**src/sobel_pkg.sv**
```systemverilog
// Shared types, constants and the arctangent table of the Sobel gradient block.
package sobel_pkg;

	localparam int CFG_W        = 11;
	localparam int PIX_W        = 8;
	localparam int GRAD_W       = 11;
	localparam int SQ_W         = 22;
	localparam int MAG_W        = 11;
	localparam int ANGLE_W      = 16;
	localparam int POS_W        = 10;
	localparam int CORDIC_STEPS = 24;
	localparam int SQRT_STEPS   = 11;
	localparam int STEP_W       = 5;
	localparam int XY_W         = 34;
	localparam int Z_W          = 29;
	localparam int INPUT_SCALE  = 20;
	localparam int TABLE_FRAC   = 24;
	localparam int MAX_HEIGHT   = 1024;

	localparam logic signed [Z_W-1:0] PI_Q      = 29'sd52707179;
	localparam logic signed [Z_W-1:0] HALF_PI_Q = 29'sd26353589;

	localparam logic [0:0] REG_WIDTH  = 1'b0;
	localparam logic [0:0] REG_HEIGHT = 1'b1;

	typedef enum logic [2:0] {
		ST_IDLE,
		ST_LOAD,
		ST_GRAD,
		ST_SQR,
		ST_ITER,
		ST_DONE
	} ctrl_state_t;

	typedef struct packed {
		logic              accept;
		logic              load;
		logic              grad;
		logic              init;
		logic              iter;
		logic [STEP_W-1:0] step;
		logic              out_load;
	} dp_cmd_t;

	typedef struct packed {
		logic emit;
		logic out_free;
	} dp_sts_t;

	// atan(2^-i) with 24 fraction bits.
	function automatic logic signed [Z_W-1:0] atan_entry(input logic [STEP_W-1:0] i);
		logic signed [Z_W-1:0] v;
		case (i)
			5'd0:  v = 29'sd13176795;
			5'd1:  v = 29'sd7778716;
			5'd2:  v = 29'sd4110060;
			5'd3:  v = 29'sd2086331;
			5'd4:  v = 29'sd1047214;
			5'd5:  v = 29'sd524117;
			5'd6:  v = 29'sd262123;
			5'd7:  v = 29'sd131069;
			5'd8:  v = 29'sd65536;
			5'd9:  v = 29'sd32768;
			5'd10: v = 29'sd16384;
			5'd11: v = 29'sd8192;
			5'd12: v = 29'sd4096;
			5'd13: v = 29'sd2048;
			5'd14: v = 29'sd1024;
			5'd15: v = 29'sd512;
			5'd16: v = 29'sd256;
			5'd17: v = 29'sd128;
			5'd18: v = 29'sd64;
			5'd19: v = 29'sd32;
			5'd20: v = 29'sd16;
			5'd21: v = 29'sd8;
			5'd22: v = 29'sd4;
			5'd23: v = 29'sd2;
			default: v = '0;
		endcase
		return v;
	endfunction

endpackage

```
**src/sobel_ctrl.sv**
```systemverilog
// Controller state machine that sequences one pixel item through the datapath.
module sobel_ctrl
	import sobel_pkg::*;
(
	input  logic    clk,
	input  logic    arst_n,
	input  logic    in_valid,
	output logic    in_stall,
	input  dp_sts_t sts,
	output dp_cmd_t cmd
);

	ctrl_state_t       state_q, state_nxt;
	logic [STEP_W-1:0] step_q;

	always_ff @(posedge clk or negedge arst_n) begin
		if (!arst_n) begin
			state_q <= ST_IDLE;
			step_q  <= '0;
		end else begin
			state_q <= state_nxt;
			if (state_q == ST_ITER) begin
				step_q <= step_q + STEP_W'(1);
			end else begin
				step_q <= '0;
			end
		end
	end

	always_comb begin
		state_nxt = state_q;
		case (state_q)
			ST_IDLE: begin
				if (in_valid) state_nxt = ST_LOAD;
			end
			ST_LOAD: begin
				state_nxt = sts.emit ? ST_GRAD : ST_IDLE;
			end
			ST_GRAD: state_nxt = ST_SQR;
			ST_SQR:  state_nxt = ST_ITER;
			ST_ITER: begin
				if (step_q == STEP_W'(CORDIC_STEPS - 1)) state_nxt = ST_DONE;
			end
			ST_DONE: begin
				if (sts.out_free) state_nxt = ST_IDLE;
			end
			default: state_nxt = ST_IDLE;
		endcase
	end

	always_comb begin
		in_stall     = (state_q != ST_IDLE);
		cmd.accept   = (state_q == ST_IDLE) && in_valid;
		cmd.load     = (state_q == ST_LOAD);
		cmd.grad     = (state_q == ST_GRAD);
		cmd.init     = (state_q == ST_SQR);
		cmd.iter     = (state_q == ST_ITER);
		cmd.step     = step_q;
		cmd.out_load = (state_q == ST_DONE) && sts.out_free;
	end

endmodule

```
**config.mk**
```make
export PLATFORM = sky130hd
export DESIGN_NAME = sobel_ctrl
export DESIGN_NICKNAME = d
export VERILOG_FILES = /design/src/sobel_pkg.sv /design/src/sobel_ctrl.sv
export SDC_FILE = /design/constraint.sdc
export NUM_CORES = 1
export LEC_CHECK = 0
export BUFFER_PORTS_ARGS = -buffer_cell sky130_fd_sc_hd__buf_4
export CORE_AREA = 2 2 39 41
export CTS_CLUSTER_SIZE = 12
export DETAILED_ROUTE_END_ITERATION = 16
export DIE_AREA = 0 0 41 43
export SLEW_MARGIN = 20
export SYNTH_ARGS = -nofsm -noshare
export SYNTH_HDL_FRONTEND = slang
export SYNTH_SLANG_ARGS = --single-unit
export TNS_END_PERCENT = 100
```
**constraint.sdc**
```tcl
create_clock -name clk -period 2.39 [get_ports clk]
set_clock_uncertainty 0.05 [all_clocks]
set_input_delay 0.478 -clock clk [delete_from_list [all_inputs] [get_ports clk]]
set_output_delay 0.478 -clock clk [all_outputs]
set_load 0.02 [all_outputs]
```
* Word-level counts from Yosys, hierarchy flattened
Index checks and enable logic that the tools add are counted.
** Storage, ports and cells
- Bits in registers :: 8
** Operators by class
- Add/subtract/negate cells :: 1
- Equal/unequal tests :: 9
- Mux-type cells :: 6
- Reduce and logical (&&, ||, !) cells :: 5
** Operator list (count)
- one-hot mux 3 bit (6 select lines) :: 1
- 2-to-1 mux 3 bit :: 3
- equality test 3 x 2 -> 1 bit, second input constant :: 2
- equality test 3 bit, second input constant :: 2
- adder 5 x 1 -> 5 bit, second input constant :: 1
- equality test 5 bit, second input constant :: 1
- 2-to-1 mux 5 bit :: 1
- inequality test 2 bit, second input constant :: 2
- equality test 3 x 1 -> 1 bit, second input constant :: 1
- logical NOT 3 bit :: 1
- AND reduction 3 bit :: 1
- nonzero test 3 bit :: 1
- logical AND 1 bit :: 2
- 2-to-1 mux 2 bit :: 1
- inequality test 2 x 1 -> 1 bit, second input constant :: 1

* Longest topological paths before layout
- Word-level depth :: 3
- Mapped depth :: 4

* Worst setup path after synthesis
OpenSTA, ideal clock, no wires.
- Path kind :: reg-to-output
- Start :: register state_q[1]
- End :: output port cmd[10] (netlist bit)
- Data arrival time :: 1.087 ns
- Data required time :: 1.862 ns
- Path slack :: 0.775 ns
- Stages on the path, launching flop included :: 3
- Path buffers :: 0
- Cells stage by stage :: dfrtp_1 > or3_4 > nor2_2
** RTL lines
- start: declaration :: line sobel_ctrl.sv:13 : ctrl_state_t state_q, state_nxt;
- start signal: assignment :: line sobel_ctrl.sv:21 : state_q <= state_nxt;
- end: declaration :: line sobel_ctrl.sv:10 : output dp_cmd_t cmd

==> flow_summary_export.csv <==
group,metric,value,unit
critical_path,reg2regPathDepth,4,
placement,rd_place_congestion,0.671,
sta,fmax,538,MHz
critical_path,critical_path.reg2reg.startpoint,"step_q[0]",
placement,portBuffers,16,
grt,antenna_found_initial,0,
critical_path,timing.critical_path.to_type,"primary output",
layout,area_growth,41.8,%
die,die_y,43,um
run,timing.max_cap.violations,0,
route,detail-route-antenna-nets,0,
clock_network,cts_inserted_buffers,3,
sta,timing.slew.headroom,84.9,%
sta,finalWorstSetupSlack,532,ps
grt,grt_pass1_wl,1.26,mm
clock_network,cts.root.buffer_cell,"sky130_fd_sc_hd__clkbuf_4",
clock_network,cts_sinks,8,
sta,timing_max_transition_violations_final,0,
synth,synthCells,37,
clock_network,post_cts_sizing,0,
sta,final.setup.tns,0,ps
power,vdd_ir_drop_max,329,uV
route,route.vias.total,332,
clock_network,path_clk_slew,50,ps
die,die_area,1760,sq um
synth,synth_enable_flop_cells,0,
sta,finalHoldViolations,0,
layout,final_core_utilization,42.3,%
worst_hold_path,whs_path_depth,2,
synth,synth-main-ff-cell,"sky130_fd_sc_hd__dfrtp_1",
layout,multiInputGateArea,205,sq um
synth,synth_xor_xnor_area_share,6.36,%
synth,ys_types,22,
clock_network,cts_htree_levels,1,
grt,globalRouteOverflowTotal,0,
synth,postSynthAreaPerCell,11.2,sq um
sta,setup_violations,0,
synth,dominant_combinational_cell_family_by_area_after_synthesis,"simple AND/OR/NAND/NOR gates",
die,starting_density_of_the_core,29.8,%
grt,groute.usage.overall,11.6,%
outcome,outcome,"finished clean",
critical_path,worst_setup_path_startpoint,"state_q[1]",
route,post_drt_via_cell_ratio,4.55,
worst_hold_path,type_of_the_most_critical_hold_path,"in2reg",
route,wire_per_inst,10.5,um
placement,place_ws,800,ps
worst_hold_path,worst_hold_startpoint,"sts[1]",
route,drt_first_pass_iters,3,
synth,ys_ff_latch,8,
synth,synthesized_nets,43,
critical_path,critPathArrivalTime,1330,ps
sta,worst-slew-pin-transition,226,ps
synth,synthesis.area,413,sq um
power,pleak,0.000314,uW
placement,post-dp-hpwl,608,um
synth,postSynth.asyncResetShare,100,%
sta,grt_setup_unrepaired,"false",
clock_network,worstSkewPairLatency,250,ps
layout,storage_element_area,200,sq um
die,die-width,41,um
layout,nets,65,
critical_path,worstSetupPathType,"reg2out",
synth,synth.area.mux_share,0,%
synth,synth_fa_ha_area_share,3.03,%
synth,synth_compound_gate_area_share,7.88,%
sta,period_minus_slack,1860,ps
layout,antennaDiodeCount,0,
route,drt_drc_violations_left,0,
critical_path,timing.critical_path.from_type,"register",
route,drtIter0Drc,4,
synth,ys.warnings.count,0,
route,totalWireLength,768,um
die,io-pin-count,17,
layout,fillerInstances,144,
critical_path,crit_fanout,6,
die,std_cell_rows,14,
grt,largest_net_degree_at_the_start_of_global_routing,9,
power,cellPowerDensity,1090,nW/um^2
clock_network,cts_tree,"yes",
synth,yosys.area_share.simple,32.4,%
critical_path,required_time_of_the_critical_path,1860,ps
layout,fraction_of_final_layout_cells_with_drive_strength_greater_than_1,45.6,%
synth,seq_area_frac_synth,48.5,%
die,fp.coreArea,1380,sq um
sta,fin_crit_sh,77.7,%
clock_network,cts_max_path_buffers,2,
grt,first_global_vias,298,
## registers in the layout (all words and copies together), names as in the netlist
register	count
state_q	3
step_q	5
## cells in the final DEF, fill, tap and decap left out
master                          instances
sky130_fd_sc_hd__dlygate4sd3_1          1
sky130_fd_sc_hd__inv_1                  1
sky130_fd_sc_hd__and3_1                 1
sky130_fd_sc_hd__nand4b_1               1
sky130_fd_sc_hd__xnor2_1                1
sky130_fd_sc_hd__clkbuf_4               3
sky130_fd_sc_hd__o211ai_2               1
sky130_fd_sc_hd__nor2b_4                1
sky130_fd_sc_hd__nand2b_4               1
sky130_fd_sc_hd__and2_1                 2
sky130_fd_sc_hd__buf_4                 16
sky130_fd_sc_hd__nand2_1                1
sky130_fd_sc_hd__inv_2                  1
sky130_fd_sc_hd__nor3b_2                1
sky130_fd_sc_hd__nor2_1                 5
sky130_fd_sc_hd__nand3b_1               1
sky130_fd_sc_hd__dfrtp_1                8
sky130_fd_sc_hd__and3b_1                1
sky130_fd_sc_hd__ha_1                   1
sky130_fd_sc_hd__or3_4                  1
sky130_fd_sc_hd__xor2_1                 2
sky130_fd_sc_hd__nor2_2                 1
sky130_fd_sc_hd__a21o_1                 2
sky130_fd_sc_hd__o21ai_0                1
sky130_fd_sc_hd__nand3_1                2
## Yosys cell counts, types with 2 or more instances
library cell | count | area share [%]
sky130_fd_sc_hd__xor2_1 | 2 | 4.2
sky130_fd_sc_hd__a21o_1 | 2 | 3.6
sky130_fd_sc_hd__and2_1 | 2 | 3.0
sky130_fd_sc_hd__dfrtp_1 | 8 | 48
sky130_fd_sc_hd__nand3_1 | 2 | 2.4
sky130_fd_sc_hd__nor2_1 | 5 | 4.5
## kinds of logic (layout without fill, tap and decap cells)
family	after synthesis	after routing
buf+inv	2	22
compound gates	4	4
flops	8	8
xor+xnor	3	3
fa+ha+maj	1	1
simple gates	19	19
## cell type report
class	instances	area share, %
clock buffer	3	3.85
inverter	2	1.28
multi-input combinational	27	35.0
sequential	8	34.2
tap	16	3.42
timing repair buffer	17	22.2
## critical path, stage by stage, from the launching register on
cell and delay, ps:
sky130_fd_sc_hd__dfrtp_1 450, sky130_fd_sc_hd__or3_4 420, sky130_fd_sc_hd__nor2_2 80, sky130_fd_sc_hd__buf_4 140
## stage by stage
step / hold WS (ps) / power [uW] / instance area [sq um] / instances
after floorplan: 132 / 426 / 413 / 37
after global placement: 251 / 543 / 553 / 69
after detailed placement: 250 / 544 / 553 / 69
after CTS: 375 / 649 / 586 / 73
after global routing: 374 / 685 / 586 / 73
final: 383 / 636 / 586 / 73
## routing by layer
metal	vias to the layer above	global-route usage, %	wire, um
met5	-	0	0
met4	0	10.0	8
met3	2	4.71	28
met2	6	14.4	386
met1	157	14.7	344
li1	167	-	-
## worst paths after layout
kind / slack, ps / to
setup reg to reg: 1270 / step_q[4]
min in group asynchronous: 530 / step_q[4]
hold reg to reg: 440 / step_q[0]
setup / recovery: 530 / cmd[10]
hold / removal: 380 / state_q[1]
max in group asynchronous: 1630 / state_q[1]
## report_power, final
| group | internal, uW | switching (uW) |
|---|---|---|
| sequential | 166 | 47.0 |
| clock | 57.2 | 41.4 |
| combinational | 163 | 161 |
## timing repair
item / 4_1_cts / 5_1_grt
hold buffers: 1 / 0
setup buffers: 0 / 0
endpoints found under the setup margin: 0 / 0
hold endpoints to repair: 8 / 0
No activity file was read; power rests on OpenSTA's default activity.
